File: config.mk
export PLATFORM = sky130hd
export DESIGN_NAME = command_frame_encoder_fcs16_flat
export DESIGN_NICKNAME = d
export VERILOG_FILES = /design/src/cfe_pkg.sv /design/src/cfe_if.sv /design/src/cfe_front.sv /design/src/cfe_queue.sv /design/src/cfe_back.sv /design/src/command_frame_encoder_fcs16.sv /design/src/flat_wrapper.sv
export SDC_FILE = /design/constraint.sdc
export NUM_CORES = 1
export LEC_CHECK = 0
export BUFFER_PORTS_ARGS = -buffer_cell sky130_fd_sc_hd__buf_2
export CORE_MARGIN = 5
export CORE_UTILIZATION = 35
export DETAILED_ROUTE_END_ITERATION = 10
export PLACE_DENSITY = 0.48
export SYNTH_ARGS = -nofsm -noshare
export SYNTH_HDL_FRONTEND = slang
export SYNTH_HIERARCHICAL = 1
export SYNTH_SLANG_ARGS = --single-unit
File: constraint.sdc
create_clock -name clk_i -period 13.2 [get_ports clk_i]
set_input_delay 2.64 -clock clk_i [delete_from_list [all_inputs] [get_ports clk_i]]
set_output_delay 2.64 -clock clk_i [all_outputs]
set_load 0.01 [all_outputs]
File: src/cfe_pkg.sv
// Package for the command frame encoder: byte constants, output segment
// codes, the queue entry type and the FCS-16 byte update.
// No dependencies.
package cfe_pkg;

  // Frame limits of the command protocol
  localparam int MaxParamWords = 16;
  localparam int MaxPayload    = 256;
  localparam int DataLimitInt  = (MaxPayload - 2) > 255 ? 255 : (MaxPayload - 2);
  localparam logic [7:0] DataLimit = 8'(DataLimitInt);

  // Default depth of the queue between front and back
  localparam int QueueDepth = 4;

  // Item kinds
  localparam logic [1:0] OpHeader = 2'd0;
  localparam logic [1:0] OpParam  = 2'd1;
  localparam logic [1:0] OpData   = 2'd2;

  // Wire bytes
  localparam logic [7:0]  FlagByte = 8'h7E;
  localparam logic [7:0]  EscByte  = 8'h7D;
  localparam logic [7:0]  EscXor   = 8'h20;
  localparam logic [15:0] FcsInit  = 16'hFFFF;
  localparam logic [15:0] FcsPoly  = 16'h8408;

  // Output segments, emitted in ascending order
  localparam int NumSegs = 17;
  localparam logic [4:0] SegFlag = 5'd0;
  localparam logic [4:0] SegCode = 5'd1;
  localparam logic [4:0] SegType = 5'd2;
  localparam logic [4:0] SegNp0  = 5'd3;
  localparam logic [4:0] SegNp1  = 5'd4;
  localparam logic [4:0] SegP0   = 5'd5;
  localparam logic [4:0] SegP1   = 5'd6;
  localparam logic [4:0] SegP2   = 5'd7;
  localparam logic [4:0] SegP3   = 5'd8;
  localparam logic [4:0] SegL0   = 5'd9;
  localparam logic [4:0] SegL1   = 5'd10;
  localparam logic [4:0] SegL2   = 5'd11;
  localparam logic [4:0] SegL3   = 5'd12;
  localparam logic [4:0] SegData = 5'd13;
  localparam logic [4:0] SegF0   = 5'd14;
  localparam logic [4:0] SegF1   = 5'd15;
  localparam logic [4:0] SegEnd  = 5'd16;

  typedef logic [NumSegs-1:0] seg_mask_t;

  // One classified item on its way to the back end
  typedef struct packed {
    seg_mask_t   segs;
    logic [7:0]  code;
    logic [4:0]  np;
    logic [7:0]  dl;
    logic [31:0] word;   // parameter word, or data byte in the low bits
  } entry_t;

  function automatic seg_mask_t seg_bit(input logic [4:0] seg);
    return seg_mask_t'(1) << seg;
  endfunction

  // Segments that close the header, last parameter or last data byte: length word or frame close
  function automatic seg_mask_t tail_mask(input logic has_data);
    if (has_data) begin
      return seg_bit(SegL0) | seg_bit(SegL1) | seg_bit(SegL2) | seg_bit(SegL3);
    end
    return seg_bit(SegF0) | seg_bit(SegF1) | seg_bit(SegEnd);
  endfunction

  // Reflected CRC-16 update over one byte
  function automatic logic [15:0] fcs_byte(input logic [15:0] fcs, input logic [7:0] b);
    logic [15:0] c;
    c = fcs ^ {8'h00, b};
    for (int k = 0; k < 8; k++) begin
      c = c[0] ? ((c >> 1) ^ FcsPoly) : (c >> 1);
    end
    return c;
  endfunction

endpackage

File: src/cfe_if.sv
// Stream interfaces of the command frame encoder: item input and byte output.
// No dependencies.
interface cfe_in_if;
  logic        valid;
  logic        ready;
  logic [1:0]  op;
  logic [7:0]  cmd_code;
  logic [4:0]  param_count;
  logic [7:0]  data_len;
  logic [31:0] param_word;
  logic [7:0]  data_byte;

  modport source (output valid, op, cmd_code, param_count, data_len, param_word,
                  data_byte, input ready);
  modport sink   (input valid, op, cmd_code, param_count, data_len, param_word,
                  data_byte, output ready);
endinterface

interface cfe_out_if;
  logic       valid;
  logic       ready;
  logic [7:0] out_byte;
  logic       run_last;
  logic       frame_end;

  modport source (output valid, out_byte, run_last, frame_end, input ready);
  modport sink   (input valid, out_byte, run_last, frame_end, output ready);
endinterface

File: src/cfe_front.sv
// Front end: accepts items, tracks the frame sequence and turns each
// in-sequence item into a queue entry. Depends on cfe_pkg and cfe_in_if.
module cfe_front (
  input  logic              clk_i,
  input  logic              rst_ni,
  cfe_in_if.sink            in_i,
  output logic              push_valid_o,
  output cfe_pkg::entry_t   push_entry_o,
  input  logic              push_ready_i
);

  typedef enum logic [1:0] {
    PhIdle,
    PhParams,
    PhData
  } phase_e;

  phase_e      phase_q, phase_d;
  logic [4:0]  params_left_q, params_left_d;
  logic [7:0]  bytes_left_q, bytes_left_d;

  logic        accept;
  logic [4:0]  np_sat;
  logic [7:0]  dl_sat;
  logic [4:0]  pl_dec;
  logic [7:0]  bl_dec;

  assign in_i.ready = push_ready_i;
  assign accept     = in_i.valid && push_ready_i;

  // Clamp header counts to the frame limits
  assign np_sat = (int'(in_i.param_count) > cfe_pkg::MaxParamWords)
                  ? 5'(cfe_pkg::MaxParamWords) : in_i.param_count;
  assign dl_sat = (in_i.data_len > cfe_pkg::DataLimit) ? cfe_pkg::DataLimit : in_i.data_len;
  assign pl_dec = params_left_q - 5'd1;
  assign bl_dec = bytes_left_q - 8'd1;

  // Classify the word and build its segment list
  always_comb begin
    phase_d             = phase_q;
    params_left_d       = params_left_q;
    bytes_left_d        = bytes_left_q;
    push_valid_o        = 1'b0;
    push_entry_o.segs   = '0;
    push_entry_o.code   = in_i.cmd_code;
    push_entry_o.np     = np_sat;
    push_entry_o.dl     = bytes_left_q;
    push_entry_o.word   = in_i.param_word;
    if (in_i.op == cfe_pkg::OpHeader && phase_q == PhIdle) begin
      push_valid_o      = in_i.valid;
      push_entry_o.dl   = dl_sat;
      push_entry_o.segs = cfe_pkg::seg_bit(cfe_pkg::SegFlag) | cfe_pkg::seg_bit(cfe_pkg::SegCode)
                        | cfe_pkg::seg_bit(cfe_pkg::SegType);
      if (np_sat != '0) begin
        push_entry_o.segs = push_entry_o.segs | cfe_pkg::seg_bit(cfe_pkg::SegNp0)
                          | cfe_pkg::seg_bit(cfe_pkg::SegNp1);
      end else begin
        push_entry_o.segs = push_entry_o.segs | cfe_pkg::tail_mask(dl_sat != '0);
      end
      if (accept) begin
        params_left_d = np_sat;
        bytes_left_d  = dl_sat;
        if (np_sat != '0) begin
          phase_d = PhParams;
        end else if (dl_sat != '0) begin
          phase_d = PhData;
        end
      end
    end else if (in_i.op == cfe_pkg::OpParam && phase_q == PhParams) begin
      push_valid_o      = in_i.valid;
      push_entry_o.segs = cfe_pkg::seg_bit(cfe_pkg::SegP0) | cfe_pkg::seg_bit(cfe_pkg::SegP1)
                        | cfe_pkg::seg_bit(cfe_pkg::SegP2) | cfe_pkg::seg_bit(cfe_pkg::SegP3);
      if (pl_dec == '0) begin
        push_entry_o.segs = push_entry_o.segs | cfe_pkg::tail_mask(bytes_left_q != '0);
      end
      if (accept) begin
        params_left_d = pl_dec;
        if (pl_dec == '0) begin
          phase_d = (bytes_left_q != '0) ? PhData : PhIdle;
        end
      end
    end else if (in_i.op == cfe_pkg::OpData && phase_q == PhData) begin
      push_valid_o      = in_i.valid;
      push_entry_o.word = {24'h0, in_i.data_byte};
      push_entry_o.segs = cfe_pkg::seg_bit(cfe_pkg::SegData);
      if (bl_dec == '0) begin
        push_entry_o.segs = push_entry_o.segs | cfe_pkg::tail_mask(1'b0);
      end
      if (accept) begin
        bytes_left_d = bl_dec;
        if (bl_dec == '0) begin
          phase_d = PhIdle;
        end
      end
    end
  end

  // Hold sequence state
  always_ff @(posedge clk_i or negedge rst_ni) begin
    if (!rst_ni) begin
      phase_q       <= PhIdle;
      params_left_q <= '0;
      bytes_left_q  <= '0;
    end else begin
      phase_q       <= phase_d;
      params_left_q <= params_left_d;
      bytes_left_q  <= bytes_left_d;
    end
  end

endmodule

File: src/cfe_queue.sv
// Short queue of classified entries between the front and back ends.
// Depends on cfe_pkg.
module cfe_queue #(
  parameter int Depth = cfe_pkg::QueueDepth
) (
  input  logic             clk_i,
  input  logic             rst_ni,
  input  logic             push_valid_i,
  input  cfe_pkg::entry_t  push_entry_i,
  output logic             push_ready_o,
  output logic             pop_valid_o,
  output cfe_pkg::entry_t  pop_entry_o,
  input  logic             pop_ready_i
);

  localparam int PtrW = (Depth > 1) ? $clog2(Depth) : 1;
  localparam int CntW = $clog2(Depth + 1);

  cfe_pkg::entry_t mem_q [Depth];
  logic [PtrW-1:0] wr_ptr_q, rd_ptr_q;
  logic [CntW-1:0] count_q;
  logic            push, pop;

  assign push_ready_o = (count_q != CntW'(Depth));
  assign pop_valid_o  = (count_q != '0);
  assign pop_entry_o  = mem_q[rd_ptr_q];
  assign push         = push_valid_i && push_ready_o;
  assign pop          = pop_valid_o && pop_ready_i;

  // Store the pushed entry
  always_ff @(posedge clk_i) begin
    if (push) begin
      mem_q[wr_ptr_q] <= push_entry_i;
    end
  end

  // Advance pointers and fill count
  always_ff @(posedge clk_i or negedge rst_ni) begin
    if (!rst_ni) begin
      wr_ptr_q <= '0;
      rd_ptr_q <= '0;
      count_q  <= '0;
    end else begin
      if (push) begin
        wr_ptr_q <= (wr_ptr_q == PtrW'(Depth - 1)) ? '0 : wr_ptr_q + PtrW'(1);
      end
      if (pop) begin
        rd_ptr_q <= (rd_ptr_q == PtrW'(Depth - 1)) ? '0 : rd_ptr_q + PtrW'(1);
      end
      if (push && !pop) begin
        count_q <= count_q + CntW'(1);
      end else if (pop && !push) begin
        count_q <= count_q - CntW'(1);
      end
    end
  end

endmodule

File: src/cfe_back.sv
// Back end: walks the segments of each entry, runs the FCS, stuffs flag and
// escape bytes and drives the output register. Depends on cfe_pkg, cfe_out_if.
module cfe_back (
  input  logic             clk_i,
  input  logic             rst_ni,
  input  logic             pop_valid_i,
  input  cfe_pkg::entry_t  pop_entry_i,
  output logic             pop_ready_o,
  cfe_out_if.source        out_o
);

  cfe_pkg::entry_t    cur_q;
  logic               cur_valid_q;
  cfe_pkg::seg_mask_t mask_q, rest;
  logic               esc_q, esc_d;
  logic [15:0]        fcs_q, fcs_d;
  logic               ov_q;
  logic [7:0]         obyte_q, obyte_d;
  logic               olast_q, oend_q;

  logic [4:0]  seg;
  logic [7:0]  val;
  logic [15:0] fcs_out;
  logic        is_flag, is_fcs, needs_esc, take, last, out_free, fire;

  // Lowest pending segment
  always_comb begin
    seg = '0;
    for (int i = cfe_pkg::NumSegs - 1; i >= 0; i--) begin
      if (mask_q[i]) begin
        seg = 5'(i);
      end
    end
  end

  assign fcs_out = fcs_q ^ cfe_pkg::FcsInit;

  // Pick the unstuffed byte of the segment
  always_comb begin
    unique case (seg)
      cfe_pkg::SegFlag: val = cfe_pkg::FlagByte;
      cfe_pkg::SegCode: val = cur_q.code;
      cfe_pkg::SegType: val = 8'd1 + {7'd0, cur_q.np != '0} + {6'd0, cur_q.dl != '0, 1'b0};
      cfe_pkg::SegNp0:  val = {3'd0, cur_q.np};
      cfe_pkg::SegNp1:  val = 8'h00;
      cfe_pkg::SegP0:   val = cur_q.word[7:0];
      cfe_pkg::SegP1:   val = cur_q.word[15:8];
      cfe_pkg::SegP2:   val = cur_q.word[23:16];
      cfe_pkg::SegP3:   val = cur_q.word[31:24];
      cfe_pkg::SegL0:   val = cur_q.dl;
      cfe_pkg::SegL1:   val = 8'h00;
      cfe_pkg::SegL2:   val = 8'h00;
      cfe_pkg::SegL3:   val = 8'h00;
      cfe_pkg::SegData: val = cur_q.word[7:0];
      cfe_pkg::SegF0:   val = fcs_out[7:0];
      cfe_pkg::SegF1:   val = fcs_out[15:8];
      cfe_pkg::SegEnd:  val = cfe_pkg::FlagByte;
      default:          val = 8'h00;
    endcase
  end

  assign is_flag   = (seg == cfe_pkg::SegFlag) || (seg == cfe_pkg::SegEnd);
  assign is_fcs    = (seg == cfe_pkg::SegF0) || (seg == cfe_pkg::SegF1);
  assign needs_esc = !is_flag && ((val == cfe_pkg::FlagByte) || (val == cfe_pkg::EscByte));
  assign rest      = mask_q & ~cfe_pkg::seg_bit(seg);
  assign out_free  = !ov_q || out_o.ready;
  assign fire      = out_free && cur_valid_q;

  // Stuff: escape byte first, then the byte with bit 5 flipped
  always_comb begin
    esc_d   = esc_q;
    fcs_d   = fcs_q;
    take    = 1'b1;
    obyte_d = val;
    if (esc_q) begin
      obyte_d = val ^ cfe_pkg::EscXor;
    end else if (needs_esc) begin
      obyte_d = cfe_pkg::EscByte;
      take    = 1'b0;
    end
    if (fire) begin
      esc_d = !esc_q && needs_esc;
      if (!esc_q && !is_flag && !is_fcs) begin
        fcs_d = cfe_pkg::fcs_byte(fcs_q, val);
      end
      if (seg == cfe_pkg::SegEnd) begin
        fcs_d = cfe_pkg::FcsInit;
      end
    end
  end

  assign last        = take && (rest == '0);
  assign pop_ready_o = !cur_valid_q || (fire && last);

  // Load entries, advance segments, drive the output register
  always_ff @(posedge clk_i or negedge rst_ni) begin
    if (!rst_ni) begin
      cur_valid_q <= 1'b0;
      mask_q      <= '0;
      esc_q       <= 1'b0;
      fcs_q       <= cfe_pkg::FcsInit;
      ov_q        <= 1'b0;
      olast_q     <= 1'b0;
      oend_q      <= 1'b0;
    end else begin
      esc_q <= esc_d;
      fcs_q <= fcs_d;
      if (pop_ready_o) begin
        cur_valid_q <= pop_valid_i;
        mask_q      <= pop_entry_i.segs;
      end else if (fire && take) begin
        mask_q <= rest;
      end
      if (out_free) begin
        ov_q    <= cur_valid_q;
        olast_q <= last;
        oend_q  <= take && (seg == cfe_pkg::SegEnd);
      end
    end
  end

  // Payload registers
  always_ff @(posedge clk_i) begin
    if (pop_ready_o) begin
      cur_q <= pop_entry_i;
    end
    if (fire) begin
      obyte_q <= obyte_d;
    end
  end

  assign out_o.valid     = ov_q;
  assign out_o.out_byte  = obyte_q;
  assign out_o.run_last  = olast_q;
  assign out_o.frame_end = oend_q;

  // An open escape always sits behind a shown escape byte
  a_esc_shown: assert property (@(posedge clk_i) disable iff (!rst_ni)
    esc_q |-> (ov_q && obyte_q == cfe_pkg::EscByte && !olast_q))
    else $error("escape pending without escape byte on output");

  // The closing flag ends the run of its entry
  a_end_last: assert property (@(posedge clk_i) disable iff (!rst_ni)
    (ov_q && oend_q) |-> (olast_q && obyte_q == cfe_pkg::FlagByte))
    else $error("closing flag not last byte");

  // A loaded entry always has a segment left
  a_mask_live: assert property (@(posedge clk_i) disable iff (!rst_ni)
    cur_valid_q |-> (mask_q != '0))
    else $error("active entry without segments");

  // The FCS restarts after each closing flag
  a_fcs_restart: assert property (@(posedge clk_i) disable iff (!rst_ni)
    $past(fire && seg == cfe_pkg::SegEnd) |-> (fcs_q == cfe_pkg::FcsInit))
    else $error("FCS not restarted after frame");

endmodule

File: src/command_frame_encoder_fcs16.sv
// Top level of the command frame encoder with FCS-16 framing.
// Depends on cfe_pkg, cfe_if, cfe_front, cfe_queue and cfe_back.
//
//   Port   Dir  Moves                       Fields
//   in_i   in   one item per word           op, cmd_code, param_count,
//                                           data_len, param_word, data_byte
//   out_o  out  one wire byte per word      out_byte, run_last, frame_end
//
// The back end sends one byte per cycle while out_o is ready; in bytes, a parameter
// word is 4 to 8, a data byte 1 or 2, the close up to 5 more, an empty frame 6 to 9.
// The front end takes an item every cycle while the entry queue has room.
// Reset is asynchronous and active low; the block is ready right after it.
// A stall on out_o holds the output register; the queue fills, then in_i.ready drops.
module command_frame_encoder_fcs16 #(
  parameter int QueueDepth = cfe_pkg::QueueDepth
) (
  input  logic      clk_i,
  input  logic      rst_ni,
  cfe_in_if.sink    in_i,
  cfe_out_if.source out_o
);

  logic             push_valid, push_ready, pop_valid, pop_ready;
  cfe_pkg::entry_t  push_entry, pop_entry;

  cfe_front u_front (
    .clk_i        (clk_i),
    .rst_ni       (rst_ni),
    .in_i         (in_i),
    .push_valid_o (push_valid),
    .push_entry_o (push_entry),
    .push_ready_i (push_ready)
  );

  cfe_queue #(
    .Depth (QueueDepth)
  ) u_queue (
    .clk_i        (clk_i),
    .rst_ni       (rst_ni),
    .push_valid_i (push_valid),
    .push_entry_i (push_entry),
    .push_ready_o (push_ready),
    .pop_valid_o  (pop_valid),
    .pop_entry_o  (pop_entry),
    .pop_ready_i  (pop_ready)
  );

  cfe_back u_back (
    .clk_i       (clk_i),
    .rst_ni      (rst_ni),
    .pop_valid_i (pop_valid),
    .pop_entry_i (pop_entry),
    .pop_ready_o (pop_ready),
    .out_o       (out_o)
  );

endmodule
File: src/flat_wrapper.sv
// flat-port wrapper written by rule: the top's interface ports become plain ports
module command_frame_encoder_fcs16_flat 
#(
  parameter int QueueDepth = cfe_pkg::QueueDepth
)
  (clk_i, rst_ni, in_i_valid, in_i_op, in_i_cmd_code, in_i_param_count, in_i_data_len, in_i_param_word, in_i_data_byte, in_i_ready, out_o_valid, out_o_out_byte, out_o_run_last, out_o_frame_end, out_o_ready);
  cfe_in_if in_i_i ();
  cfe_out_if out_o_i ();
  input  logic clk_i;
  input  logic rst_ni;
  input wire logic [$bits(in_i_i.valid)-1:0] in_i_valid;
  input wire logic [$bits(in_i_i.op)-1:0] in_i_op;
  input wire logic [$bits(in_i_i.cmd_code)-1:0] in_i_cmd_code;
  input wire logic [$bits(in_i_i.param_count)-1:0] in_i_param_count;
  input wire logic [$bits(in_i_i.data_len)-1:0] in_i_data_len;
  input wire logic [$bits(in_i_i.param_word)-1:0] in_i_param_word;
  input wire logic [$bits(in_i_i.data_byte)-1:0] in_i_data_byte;
  output wire logic [$bits(in_i_i.ready)-1:0] in_i_ready;
  output wire logic [$bits(out_o_i.valid)-1:0] out_o_valid;
  output wire logic [$bits(out_o_i.out_byte)-1:0] out_o_out_byte;
  output wire logic [$bits(out_o_i.run_last)-1:0] out_o_run_last;
  output wire logic [$bits(out_o_i.frame_end)-1:0] out_o_frame_end;
  input wire logic [$bits(out_o_i.ready)-1:0] out_o_ready;
  assign in_i_i.valid = in_i_valid;
  assign in_i_i.op = in_i_op;
  assign in_i_i.cmd_code = in_i_cmd_code;
  assign in_i_i.param_count = in_i_param_count;
  assign in_i_i.data_len = in_i_data_len;
  assign in_i_i.param_word = in_i_param_word;
  assign in_i_i.data_byte = in_i_data_byte;
  assign in_i_ready = in_i_i.ready;
  assign out_o_valid = out_o_i.valid;
  assign out_o_out_byte = out_o_i.out_byte;
  assign out_o_run_last = out_o_i.run_last;
  assign out_o_frame_end = out_o_i.frame_end;
  assign out_o_i.ready = out_o_ready;
  command_frame_encoder_fcs16 #(.QueueDepth(QueueDepth)) u_core (.clk_i(clk_i), .rst_ni(rst_ni), .in_i(in_i_i), .out_o(out_o_i));
endmodule
Word-level counts from Yosys, hierarchy flattened:

Memories as Yosys holds them, arrays and structs flattened.
Index checks and enable logic that the tools add are counted.

* $add $sub $neg: 8
* order comparisons: 2
* equal/unequal tests: 28
* shifts and indexed selects: 1
* multiplexer cells: 86
* bitwise logic cells: 13
* reductions and logical operators: 54

Operator list (number)
* $mux 17: 12
* $mux 16: 10
* $mux 5: 22
* $mux 32: 3
* $pmux 8 s11: 1
* $mux 8: 9
* $mux 2: 13
* $eq 5x4->1 const B: 5
* $not 2->3: 8
* $reduce_bool 8->1: 3
* $and 17x17->17: 1
* $logic_and 1x1->1: 17
* $logic_not 17->1: 1
* $not 17->17: 1
* $shl 1x5->17 const A: 1
* $eq 8x7->1 const B: 2
* $not 16->16: 1
* $xor 16x8->16: 1
* $eq 5x3->1 const B: 3
* $mux 1: 14
* $eq 5x2->1 const B: 2
* $logic_not 5->1: 2
* $reduce_bool 2->1: 5
* $reduce_bool 5->1: 2
* other kinds (29): 53

* register bits: 121
* memory bits (writable): 280
* input bits: 67
* output and inout bits: 12
* word-level logic and storage cells: 211
* memories kept: 1

Memory list
* u_core.u_queue.mem_q: depth 4, bits a word 70, read ports 1, clocked after memory_dff 0, write ports 1, RTL line cfe_queue.sv:19 `cfe_pkg::entry_t mem_q [Depth];`

Longest topological paths before layout:

* depth after elaboration: 39
* gate-level depth with buffers: 19
* depth with buffers taken out: 16

Modules after synthesis:

The synthesis kept the hierarchy.

Modules (own cells, without submodules)
* cfe_queue: times used 1, cells an instance 402, area each 10518.8 µm², sequential area each 8583.2 µm²
* cfe_back: times used 1, cells an instance 497, area each 5439.0 µm², sequential area each 2802.7 µm²
* cfe_front: times used 1, cells an instance 235, area each 1727.9 µm², sequential area each 375.4 µm²

Worst setup path before layout:

Ideal clock, no wire load.

* path type: input-to-reg
* start: in out_o_ready
* end: reg u_core.u_queue.count_q[1]
* setup time: 0.125 ns
* arrival: 5.468 ns
* data required time: 13.075 ns
* path slack: 7.607 ns
* stages on the path: 11
* buffers on the path: 0
* path through: nor2b_1 > a2111o_1 > and4b_1 > a21oi_1 > a41o_1 > inv_2 > nand2_1 > ha_1 > inv_1 > fa_1 > mux2_2

* word-level cells in the longest chain between the ends: 8
* elaborated cells on any way between the ends: 10
* classes of those cells: 1 x mux; 9 x reduce/logical

Ends and longest elaborated chain
* from (decl): RTL line flat_wrapper.sv:23 `input wire logic [$bits(out_o_i.ready)-1:0] out_o_ready;`
* $logic_or 1x1->1 (*): RTL line cfe_back.sv:66 `assign out_free = !ov_q || out_o.ready;`
* $logic_and 1x1->1 (*): RTL line cfe_back.sv:67 `assign fire = out_free && cur_valid_q;`
* $logic_and 1x1->1 (*): RTL line cfe_back.sv:93 `assign pop_ready_o = !cur_valid_q || (fire && last);`
* $logic_or 1x1->1 (*): RTL line cfe_back.sv:93
* named net u_core.pop_ready: RTL line command_frame_encoder_fcs16.sv:23 `logic push_valid, push_ready, pop_valid, pop_ready;`
* $logic_and 1x1->1 (*): RTL line cfe_queue.sv:28 `assign pop = pop_valid_o && pop_ready_i;`
* $logic_not 1->1: RTL line cfe_queue.sv:50 `if (push && !pop) begin`
* $logic_and 1x1->1: RTL line cfe_queue.sv:50
* $mux 3 or $reduce_bool 2->1 (tied branches)
* to (signal assigned): RTL line cfe_queue.sv:51 `count_q <= count_q + CntW'(1);`
* to (signal assigned): RTL line cfe_queue.sv:53 `count_q <= count_q - CntW'(1);`
* to (decl): RTL line cfe_queue.sv:21 `logic [CntW-1:0] count_q;`

The timed path passes the listed nets; every way through them passes the cells marked *.
A chain may end at the register's enable or synchronous reset.

Final worst setup path:

* start: reg u_core.u_back.mask_q[11]
* end: reg u_core.u_queue.count_q[2]

* word-level cells in the longest chain between the ends: 27
* elaborated cells on any way between the ends: 49
* classes of those cells: 14 x eq/ne; 1 x shift; 16 x mux; 2 x bitwise; 16 x reduce/logical

Ends and longest elaborated chain
* from (decl): RTL line cfe_back.sv:14 `cfe_pkg::seg_mask_t mask_q, rest;`
* from (signal assigned): RTL line cfe_back.sv:110 `mask_q <= pop_entry_i.segs;`
* from (signal assigned): RTL line cfe_back.sv:112 `mask_q <= rest;`
* $mux 5 (12 in series): RTL line cfe_back.sv:30 `if (mask_q[i]) begin`
* $eq 5x5->1 (tied with other cells): RTL line cfe_back.sv:40, cfe_back.sv:62
* $reduce_or 2->1 (no line)
* $pmux 8 s11: RTL line cfe_back.sv:40 `unique case (seg)`
* $eq 8x7->1: RTL line cfe_back.sv:64 `assign needs_esc = !is_flag && ((val == cfe_pkg::FlagByte) || (val == cfe_pkg::EscByte));`
* $logic_or 1x1->1: RTL line cfe_back.sv:64
* $logic_and 1x1->1: RTL line cfe_back.sv:64
* $mux 1: RTL line cfe_back.sv:77 `end else if (needs_esc) begin`
* $mux 1: RTL line cfe_back.sv:75 `if (esc_q) begin`
* $logic_and 1x1->1 (*): RTL line cfe_back.sv:92 `assign last = take && (rest == '0);`
* $logic_and 1x1->1 (*): RTL line cfe_back.sv:93
* $logic_or 1x1->1 (*): RTL line cfe_back.sv:93
* named net u_core.pop_ready: RTL line command_frame_encoder_fcs16.sv:23
* $logic_and 1x1->1 (*): RTL line cfe_queue.sv:28
* $logic_not 1->1: RTL line cfe_queue.sv:50
* $logic_and 1x1->1: RTL line cfe_queue.sv:50
* $mux 3 or $reduce_bool 2->1 (tied branches)

Marked as above.

==> summary.md <==
| Metric | Value |
|---|---|
| Starting Density | 0.353 |
| DRT Pass-1 Iters | 5 |
| Die Height | 235 um |
| Layout Cells excl Fill | 1,900 |
| Clock Path Buffers | 3 |
| CTS tree | done |
| Final period util | 0.423 |
| Largest net degree at the start of global routing | 61 |
| WHS | 0.495 ns |
| WL final | 41,300 um |
| P_leak | 6.82 nW |
| Post-CTS setup buffer count | 0 |
| YS warnings | 6 |
| Endpoints failing hold | 0 |
| Antenna violations before repair | 0 |
| Post-synth EDFFs | 341 |
| Aggregate global-route resource usage | 0.147 |
| Die width | 235 um |
| 1st-iter DRT viols | 634 |
| Hold Path Class | flip-flop to flip-flop |
| Startpoint types | flip-flop |
| Fin Clk Skew | 0.0148 ns |
| Critical-path maximum fanout | 13 |
| Antenna Violating Nets Remaining | 0 |
| First-pass GRT wire length | 64,000 um |
| Row count | 82 |
| Hold_buf cts | 0 |
| Hold EP | u_core/u_queue/count_q[2] |
| Worst reg2reg path startpoint | u_core/u_back/mask_q[11] |
| Worst r2r dst | u_core/u_queue/count_q[2] |
| Vias in the first global route | 10.1k |
| Wire per inst | 21.8 um |
| Distinct cell type count of the synthesized netlist | 96 |
| Kind of critical path | flip-flop to flip-flop |
| Core Region | 50,100 um2 |
| Register Area | 11,800 um2 |
| Hold Path Depth | 1 |
| Ports | 79 |
| Avg Cell Area, Syn | 15.6 um2 |
| Area delta synth->final | 13.2% |
| Max Cap Viol | 0 |
| Area post-placement | 18,600 um2 |
| TritonCTS Buffers | 44 |
| CTS root buf | clkbuf_16 |
| Clock Sinks | 401 |
| Layout cells sized above 1 | 0.241 |
| Critical Path RT | 13.69 ns |
| Sequential area share after synthesis | 0.665 |
| Antenna diode count | 0 |
| Commonest cells after routing, fill and taps aside | 341 x edfxtp_1, 78 x buf_2, 70 x mux4_2, 67 x nor2_1, 64 x nand2_1 |
| Final nets | 1,273 |
| Reg clk slew, reported paths | 0.06 ns |
| Vias per inst | 5.29 |
| Hold_sp | u_core/u_queue/count_q[2] |
| Cells after DPL | 1,819 |
| Least-Margin Pin Slew | 1.09 ns |
| R2R depth | 15 |
| Post-Synthesis Cells | 1,134 |
| Yosys reg bits | 401 |
| Total grt overflow | 0 |
| Fin. max-slew vios | 0 |
| Multi-input logic area | 5380 um2 |
| Syn_nets | 1,214 |
| Hpwl dp | 26,900 um |
| Die area | 55,100 um2 |
| Number of fill cells | 4,663 |
| Setup_tns | 0 ns |
| Routability cong. | 0.890 |
| Status | completed |
| Leading cell type in the layout, fill and taps excluded | edfxtp_1 |
| Worst endpoint data arrival time | 6.07 ns |
| # resized after CTS | 0 |
| Port Buffers | 78 |
| Via count | 10.0k |
| RSZ-0062 raised after global routing | false |
| Cell Pwr Density | 265 nW/um2 |
| Final Setup Violations | 0 |
| Minimum clock period | 5.59 ns |
| Most used DFF post-synth | edfxtp_1 |
| Slew headroom | 0.271 |
| Syn Std Cell Area | 17,700 um2 |
| Reg2reg setup slack | 7.61 ns |
| VDD IR max | 0.128 mV |
| Skew-Pair Late Insertion Delay | 0.56 ns |
| Post-route cell area | 20,000 um2 |
| DR DRC count | 0 |
| H-tree levels | 2 |
| Nature of the critical path endpoint | flip-flop |
| Fraction of registers with async set/reset | 0.150 |
| Max Fclk | 179 MHz |
flip-flops by register name, summed over array words and instances, names as in the netlist:
signal,flops
u_core/u_front/bytes_left_q,8
u_core/u_back/out_o.frame_end,1
u_core/u_back/cur_q,53
u_core/u_queue/rd_ptr_q,2
u_core/u_back/out_o.run_last,1
u_core/u_back/mask_q,17
u_core/u_back/esc_q,1
u_core/u_back/cur_valid_q,1
u_core/u_front/params_left_q,5
u_core/u_back/out_o.out_byte,8
u_core/u_queue/wr_ptr_q,2
u_core/u_back/out_o.valid,1
u_core/u_queue/count_q,3
u_core/u_back/fcs_q,16
u_core/u_queue/mem_q,280
u_core/u_front/phase_q,2
worst max path at each step:
stage / endpoint / start / slack [ns] / cells past startpoint
after floorplan: u_core/u_queue/count_q[1] / out_o_ready / 7.61 / 11
after global placement: u_core/u_queue/count_q[2] / out_o_ready / 7.29 / 15
after detailed placement: u_core/u_queue/count_q[2] / out_o_ready / 7.22 / 15
after CTS: u_core/u_queue/count_q[2] / u_core/u_back/mask_q[2] / 7.70 / 15
after global routing: u_core/u_queue/count_q[2] / u_core/u_back/mask_q[11] / 7.31 / 15
final: u_core/u_queue/count_q[2] / u_core/u_back/mask_q[11] / 7.61 / 15
critical path, stage by stage, from the launching register on:
cell and delay [ns]:
dfrtp_1 0.45, nor4_2 0.79, nand4_1 0.74, or3_1 0.57
a32oi_1 0.28, nor2_1 0.15, nor4_1 0.54, a41o_1 0.69
inv_2 0.08, nand2_1 0.16, ha_1 0.21, inv_1 0.06
fa_1 0.38, xor2_1 0.17, nor2_1 0.11, xor2_1 0.14
per-layer routing:
metal	GRT usage	routed length (um)	up-vias
met4	0.0434	828	0
met2	0.227	19100	254
met3	0.0224	1760	64
li1	-	-	4608
met5	0	0	-
met1	0.216	19600	5118
metrics by stage:
stage	power [mW]	utilization	setup WS, ns
finish	5.31	0.400	7.61
global route	5.63	0.400	7.31
CTS	5.36	0.400	7.70
detailed placement	4.14	0.372	7.22
global placement	4.13	0.372	7.29
floorplan	3.51	-	7.61
cell type report:
cell class / instances / area share
multi-input combinational: 618 / 0.269
inverter: 34 / 0.00637
tap: 672 / 0.0420
clock buffer: 66 / 0.0622
timing repair buffer: 94 / 0.0255
sequential: 401 / 0.587
clock inverter: 15 / 0.00793
cells in the mapped netlist (7+ instances only):
cell / n / area share
edfxtp_1: 341 / 0.58
mux4_2: 70 / 0.089
nor2_1: 67 / 0.014
nand2_1: 64 / 0.014
dfrtp_1: 44 / 0.062
clkbuf_1: 34 / 0.0072
inv_1: 32 / 0.0068
nor2b_1: 32 / 0.011
buf_4: 30 / 0.013
a21oi_1: 28 / 0.0079
nand3_1: 21 / 0.0059
o21ai_0: 20 / 0.0057
o21ai_1: 17 / 0.0048
dfstp_2: 16 / 0.024
a31oi_1: 15 / 0.0053
or4_1: 15 / 0.0064
buf_2: 13 / 0.0037
nor3_1: 13 / 0.0037
ha_1: 12 / 0.0085
nor4_1: 12 / 0.0042
a211oi_1: 11 / 0.0047
mux2_2: 11 / 0.0070
nand4_1: 11 / 0.0039
a22o_1: 10 / 0.0050
xnor2_1: 10 / 0.0050
mux2i_1: 9 / 0.0051
xor2_1: 9 / 0.0045
a22oi_1: 8 / 0.0034
o211ai_2: 7 / 0.0050
o311ai_0: 7 / 0.0035
power breakdown:
group | internal, mW | switching [mW] | total, mW
combinational | 0.893 | 1.35 | 2.24
sequential | 1.68 | 0.196 | 1.88
clock | 0.711 | 0.484 | 1.20
logic make-up after synthesis:
kind of cell,after synthesis,share of synthesized area
buffers and inverters,115,0.0325
muxes,93,0.104
DFF,401,0.665
AOI/OAI and AO/OA,197,0.0840
and+or+nand+nor,291,0.0894
adders and majority gates,13,0.00962
xor gates and xnor gates,24,0.0158
(Power assumes the default switching activity.)
